<file path="src/rtl/ider_pkg.sv">
//------------------------------------------------------------------------------
// ider_pkg
// Shared types, constants and tables for the planar dead reckoning block.
//------------------------------------------------------------------------------
package ider_pkg;

    localparam int CORDIC_ITERS = 16;
    localparam int TAB_LEN      = 24;
    localparam int ITERS        = (CORDIC_ITERS > TAB_LEN) ? TAB_LEN : CORDIC_ITERS;
    localparam int IW           = (ITERS > 1) ? $clog2(ITERS) : 1;

    localparam int CW = 36;

    localparam logic signed [CW-1:0] INV_GAIN_Q30 = 36'sd652032874;
    localparam logic signed [CW-1:0] QUARTER      = 36'sh040000000;
    localparam logic signed [CW-1:0] HALF         = 36'sh080000000;
    localparam logic signed [CW-1:0] Q30_ONE      = 36'sh040000000;

    localparam logic signed [39:0] BANK_MAX = {1'b0, {39{1'b1}}};
    localparam logic signed [39:0] BANK_MIN = {1'b1, {39{1'b0}}};
    localparam logic signed [47:0] ACC_MAX  = {1'b0, {47{1'b1}}};
    localparam logic signed [47:0] ACC_MIN  = {1'b1, {47{1'b0}}};

    typedef struct packed {
        logic               mode;
        logic signed [31:0] dist_step;
        logic signed [15:0] quat_x;
        logic signed [15:0] quat_y;
        logic signed [15:0] quat_z;
        logic signed [15:0] quat_w;
    } in_item_t;

    typedef struct packed {
        logic signed [47:0] pos_x;
        logic signed [47:0] pos_y;
        logic signed [15:0] yaw_angle;
        logic               pose_valid;
    } out_item_t;

    function automatic logic signed [CW-1:0] atan_entry(input logic [4:0] i);
        logic signed [CW-1:0] r;
        case (i)
            5'd0:    r = 36'sh020000000;
            5'd1:    r = 36'sh012E4051E;
            5'd2:    r = 36'sh009FB385B;
            5'd3:    r = 36'sh0051111D4;
            5'd4:    r = 36'sh0028B0D43;
            5'd5:    r = 36'sh00145D7E1;
            5'd6:    r = 36'sh000A2F61E;
            5'd7:    r = 36'sh000517C55;
            5'd8:    r = 36'sh00028BE53;
            5'd9:    r = 36'sh000145F2F;
            5'd10:   r = 36'sh0000A2F98;
            5'd11:   r = 36'sh0000517CC;
            5'd12:   r = 36'sh000028BE6;
            5'd13:   r = 36'sh0000145F3;
            5'd14:   r = 36'sh00000A2F9;
            5'd15:   r = 36'sh00000517C;
            5'd16:   r = 36'sh0000028BE;
            5'd17:   r = 36'sh00000145F;
            5'd18:   r = 36'sh000000A2F;
            5'd19:   r = 36'sh000000517;
            5'd20:   r = 36'sh00000028B;
            5'd21:   r = 36'sh000000145;
            5'd22:   r = 36'sh0000000A2;
            5'd23:   r = 36'sh000000051;
            default: r = '0;
        endcase
        return r;
    endfunction

endpackage

</file>
<file path="src/rtl/ider_if.sv">
//------------------------------------------------------------------------------
// ider_in_if / ider_out_if
// Valid/ready channels carrying input and result beats.
//------------------------------------------------------------------------------
interface ider_in_if import ider_pkg::*; ();
    logic     valid;
    logic     ready;
    in_item_t data;
    modport source (output valid, output data, input ready);
    modport sink   (input valid, input data, output ready);
endinterface


</file>
<file path="src/rtl/ider_front.sv">
//------------------------------------------------------------------------------
// ider_front
// Accepts beats and queues them (two entries) for the back end.
//------------------------------------------------------------------------------
module ider_front
    import ider_pkg::*;
(
    input  logic     clk,
    input  logic     rst_n,
    ider_in_if.sink  in_ch,
    output logic     q_valid,
    input  logic     q_pop,
    output in_item_t q_data
);

    in_item_t   mem_reg [2];
    logic       wp_reg, rp_reg;
    logic [1:0] cnt_reg;
    logic       push;

    assign in_ch.ready = (cnt_reg != 2'd2);
    assign push        = in_ch.valid && in_ch.ready;
    assign q_valid     = (cnt_reg != 2'd0);
    assign q_data      = mem_reg[rp_reg];

    always_ff @(posedge clk or negedge rst_n)
    begin
        if (!rst_n)
        begin
            wp_reg  <= 1'b0;
            rp_reg  <= 1'b0;
            cnt_reg <= 2'd0;
        end
        else
        begin
            if (push)
                wp_reg <= ~wp_reg;
            if (q_pop)
                rp_reg <= ~rp_reg;
            cnt_reg <= cnt_reg + {1'b0, push} - {1'b0, q_pop};
        end
    end

    always_ff @(posedge clk)
    begin
        if (push)
            mem_reg[wp_reg] <= in_ch.data;
    end

endmodule

</file>
<file path="src/flat_wrapper.sv">
// flat-port wrapper written by rule: the top's interface ports become plain ports
module ider_front_flat import ider_pkg::*;
  (clk, rst_n, q_valid, q_pop, q_data, in_ch_valid, in_ch_data, in_ch_ready);
  ider_in_if in_ch_i ();
  input  logic clk;
  input  logic rst_n;
  output logic q_valid;
  input  logic q_pop;
  output in_item_t q_data;
  input wire logic [$bits(in_ch_i.valid)-1:0] in_ch_valid;
  input wire logic [$bits(in_ch_i.data)-1:0] in_ch_data;
  output wire logic [$bits(in_ch_i.ready)-1:0] in_ch_ready;
  assign in_ch_i.valid = in_ch_valid;
  assign in_ch_i.data = in_ch_data;
  assign in_ch_ready = in_ch_i.ready;
  ider_front u_core (.clk(clk), .rst_n(rst_n), .in_ch(in_ch_i), .q_valid(q_valid), .q_pop(q_pop), .q_data(q_data));
endmodule
</file>
<file path="config.mk">
export PLATFORM = sky130hd
export DESIGN_NAME = ider_front_flat
export DESIGN_NICKNAME = d
export VERILOG_FILES = /design/src/rtl/ider_pkg.sv /design/src/rtl/ider_if.sv /design/src/rtl/ider_front.sv /design/src/flat_wrapper.sv
export SDC_FILE = /design/constraint.sdc
export NUM_CORES = 1
export LEC_CHECK = 0
export ABC_AREA = 1
export BUFFER_PORTS_ARGS = -buffer_cell sky130_fd_sc_hd__buf_2
export CORE_ASPECT_RATIO = 1.25
export CORE_MARGIN = 1.5
export CORE_UTILIZATION = 35
export DETAILED_ROUTE_END_ITERATION = 10
export REMOVE_ABC_BUFFERS = 1
export SLEW_MARGIN = 20
export SYNTH_ARGS = -nofsm -noshare
export SYNTH_HDL_FRONTEND = slang
export SYNTH_SLANG_ARGS = --single-unit
</file>
<file path="constraint.sdc">
create_clock -name clk -period 8.35 [get_ports clk]
set_input_delay 0.835 -clock clk [delete_from_list [all_inputs] [get_ports clk]]
set_output_delay 0.835 -clock clk [all_outputs]
set_load 0.01 [all_outputs]
</file>
==> After elaboration in Yosys (flattened, before gate mapping) <==
Memory sizes are Yosys's and may differ from the RTL's.
Index checks and enable logic that the tools add are counted.
{ "totals": {"register_bits": 4, "mem_bits_rw": 194, "inputBits": 101, "mem_count": 1} }
{ "memory_table": {"columns": ["name", "words", "width", "read_ports", "rd_clocked_by_memory_dff", "write_ports", "line_no", "rtl"], "rows": [
  ["u_core.mem_reg", 2, 97, 1, 0, 1, "ider_front.sv:16", "in_item_t mem_reg [2];"]
]} }
{ "op_classes": {"addsub": 2, "eq_ne": 1, "muxes": 2, "bitwise_logic": 2, "n_reduce_logical": 2} }
{ "op_table": {"columns": ["operator", "n"], "rows": [
  ["2-bit by 1-bit adder with 2-bit output", 1],
  ["1-bit 2-to-1 mux", 2],
  ["2-bit inequality test, second input constant", 1],
  ["1-bit NOT", 2],
  ["2-bit nonzero test", 1],
  ["2-bit by 1-bit subtractor with 2-bit output", 1],
  ["1-bit logical AND", 1]
]} }

==> Depth between registers and ports, before layout <==
{ "depth": {"word_depth": 4, "ltp_mapped": 8, "depth_no_buf": 8} }

==> Worst setup path after synthesis <==
OpenSTA, ideal clock, no wires.
{ "synth_timing": {"kind": "input-to-reg", "from": "in in_ch_valid", "to": "mem u_core.mem_reg[1][0] in the netlist's numbering (enable)", "arrival_ns": 4.999, "required_time_ns": 7.795, "path_slack_ns": 2.796, "stages": 2, "path_cell_list": "nand2_1 -> nor2_1"} }
{ "synth_between": {"elab_chain_len": 3} }
{ "synth_lines": {"columns": ["element", "line_no", "rtl"], "rows": [
  ["start: declaration", "flat_wrapper.sv:10", "input wire logic [$bits(in_ch_i.valid)-1:0] in_ch_valid;"],
  ["1-bit logical AND", "ider_front.sv:22", "assign push = in_ch.valid && in_ch.ready;"],
  ["1-bit 2-to-1 mux", "ider_front.sv:46", "if (push)"],
  ["1-bit 2-to-1 mux (not written as such)", "ider_front.sv:47", "mem_reg[wp_reg] <= in_ch.data;"],
  ["end: declaration", "ider_front.sv:16", null]
]} }
No other way between the ends.

==> results.md <==
* Critical path arrival at 2.64 ns
* Most frequent cell after synthesis: edfxtp_1
* Reg2Reg Setup Slack at 5.69 ns
* Min Tclk post-route at 3.480 ns
* CP endpoint kind: output port
* Syn avg cell area at about 22 µm²
* Final hold slack at roughly 0.21 ns
* Register area share after synthesis at 0.8129
* Core Area at about 0.02 mm²
* Routability cong. at approximately 0.69
* Max_cap viols at 0
* CP peak stage delay at 0.86 ns
* Max-slew violations at 0
* Area Overhead vs Synth at 26.48%
* Num CTS Buffers at 17
* Slew Limit Headroom at 0.2853
* CP Depth at 3
* Die Y-Extent at 164.4 µm
* Vias in the first global route at 3,890
* Most frequent cells after synthesis: 194 x edfxtp_1, 77 x mux2_2, 20 x mux2_4, 8 x nand2_1
* Setup WS pre-CTS at 5.252 ns
* Fmax at 287.4 MHz
* Outcome: completed
* Post-DP HPWL at 9025 µm
* Util after Layout at 0.4554
* CTS tree: yes
* Reg2Reg Depth at 4
* H-tree levels at 4
* Post-CTS Setup Inserts at 0
* Clk sinks at 198
* DR WL/cell at 16.31 µm
* Detail Route Antenna Nets at 0
* Post-synthesis mux area share at 0.1601
* Post-synthesis async set-or-reset flop share at 0.02020
* Worst path slowest cell: dfrtp_4
* Synth Warn # at 0
* GRT Residual Overflow at 0
* Worst R2R Start: u_core.cnt_reg[1]
* Yosys reg bits at 198
* Critical path launch point: u_core.rp_reg
* Worst hold path class: in2async
* Largest net degree at the start of global routing at just under 80
* Final nets at 643
* Cell family with most CP delay: flip-flops
* Adder-cell share of the synthesized area at 0.001716
* RSZ-0062 raised after global routing: false
* Top post-synthesis cells by area: edfxtp_1 80%, mux2_2 12%, mux2_4 4.1%
* Worst IR Drop VDD at roughly 0.17 mV
* First-pass GRT wire length at 20,320 µm
* Leak Pwr at 0.003509 µW
* Crit path max fanout at 52
* Main synth FF type: edfxtp_1
* Port Buffer Count at 199
* Drt pass-1 iters at 4
* Setup WS post-layout at 4.870 ns
* Critical Path RT at roughly 7.5 ns
* Clock Skews at 0.01291 ns
* RR Endpoint: u_core.mem_reg[1][49]
* Vias at 3,673
* Final cycle utilization of the critical path at 0.4167
* Synth top area share at 0.7992
* Crit-path cells: buf_4 > mux2_2 > buf_2
* Cell taking the most area after synthesis: edfxtp_1
* Actual slew at the worst max-slew pin at ~1.1 ns
* Fill cell count at 1,767
* Starting Density at 0.3600
* Layout cells sized above 1 at 0.5993
* Post-synth EDFFs at 194
* Xor/xnor share of the synthesized area at 0.002403
* Final hold violations at 0
* Site row count at between 50 and 60
* Setup tns final at 0 ns
* DRC errors left at 0
* Simple-gate share of the synthesized area at 0.007552
* Worst setup path end: q_data[24]
* Worst skew pair latency at 0.42 ns
* Mapped Area at about 0.0073 mm²
* Mapped Cells at between 300 and 400
* I/O pins at 200
* Root buffer cell: clkbuf_16
* Distinct cells, synth at 13
* Final wirelength at 13,470 µm
* Die Wd at roughly 130 µm
* Max reg flops at 194
* Startpoint class of the critical path: register
* Final setup viols at 0
* Critical path class: reg2out
* Number of buffers and inverters on the critical path at 2
* Clk buf depth at 2
* CTS resizes at 0
* Clock slew at reported path FFs at about 0.07 ns
* Initial antenna violation count at 2
* Hold Buf Count CTS at 0
* Pwr/cell area at 347.8 mW/mm²
* Synth Area in Compound Gates at 0.0006866
* Via/cell ratio at 4.447
* DIE AREA at 0.02171 mm²
* Largest family of logic cells by synthesized area: multiplexers
* Initial DRC Count at about 220
* GRT Total Usage at 0.1247
cells by family (layout without fill, tap and decap cells):
| kind of cell | count (synthesis) | count (layout) |
|---|---|---|
| flops | 198 | 198 |
| other cells | 0 | 2 |
| simple gates | 14 | 14 |
| fa+ha+maj | 1 | 1 |
| xor+xnor | 2 | 2 |
| mux | 97 | 97 |
| compound gates | 1 | 1 |
| buf+inv | 18 | 241 |
metrics by stage:
| step | power (µW) | std cells | instance area, µm² |
|---|---|---|---|
| finish | 3207 | 826 | 9220 |
| CTS | 3266 | 824 | 9215 |
| global placement | 2372 | 792 | 8584 |
| global route | 3376 | 826 | 9220 |
| floorplan | 2078 | 320 | 7209 |
| detailed placement | 2396 | 792 | 8584 |
power breakdown:
part / internal [µW] / switching, µW
Clock: 520 / 342
Sequential: 1360 / 96.3
Combinational: 424 / 466
cells in the final DEF (no fill, tap or decap):
| cell | n |
|---|---|
| clkinv_4 | 1 |
| bufinv_16 | 4 |
| edfxtp_1 | 194 |
| dfrtp_1 | 3 |
| nand3_1 | 2 |
| xor2_1 | 2 |
| mux2_2 | 77 |
| inv_6 | 3 |
| clkbuf_1 | 2 |
| buf_2 | 199 |
| nand2_1 | 8 |
| clkbuf_16 | 17 |
| ha_1 | 1 |
| a21oi_1 | 1 |
| diode_2 | 2 |
| nor2_4 | 2 |
| clkinv_2 | 3 |
| inv_1 | 7 |
| nor2_1 | 2 |
| dfrtp_4 | 1 |
| mux2_4 | 20 |
| buf_4 | 3 |
| clkbuf_8 | 2 |
layer usage:
layer  wire (µm)  vias to the layer above  GRT usage
met5           0                        -          0
met4         212                        0    0.05051
met3         880                       17    0.04660
met2        7152                      122     0.2128
met1        5226                     1816     0.1417
li1            -                     1718          -
final cells by class:
| cell class | count | area [µm²] | share of cell area |
|---|---|---|---|
| inverters | 7 | 26.28 | 0.002850 |
| clock buffers | 21 | 460.4 | 0.04994 |
| multi-input cells | 115 | 1272 | 0.1380 |
| clock inverters | 11 | 170.2 | 0.01846 |
| well taps | 270 | 337.8 | 0.03664 |
| repair buffers | 202 | 1018 | 0.1105 |
| flip-flops and latches | 198 | 5929 | 0.6431 |
| diodes | 2 | 5.005 | 0.0005428 |
how the worst min path moves through the flow:
stage                        startpoint             to  slack (ns)
after floorplan           u_core.wp_reg  u_core.wp_reg        0.49
after global placement    u_core.wp_reg  u_core.wp_reg        0.57
after detailed placement  u_core.wp_reg  u_core.wp_reg        0.58
after CTS                         rst_n  u_core.wp_reg        0.19
after global routing              rst_n  u_core.wp_reg        0.19
final                             rst_n  u_core.wp_reg        0.21
worst register-to-register path: stages (launching register included):
cell     delay (ns)
dfrtp_1        0.41
nand2_1        0.11
nand2_1        0.17
nor2_4         0.57
buf_4          0.88
Note: power is estimated with default switching activity, not from simulation.
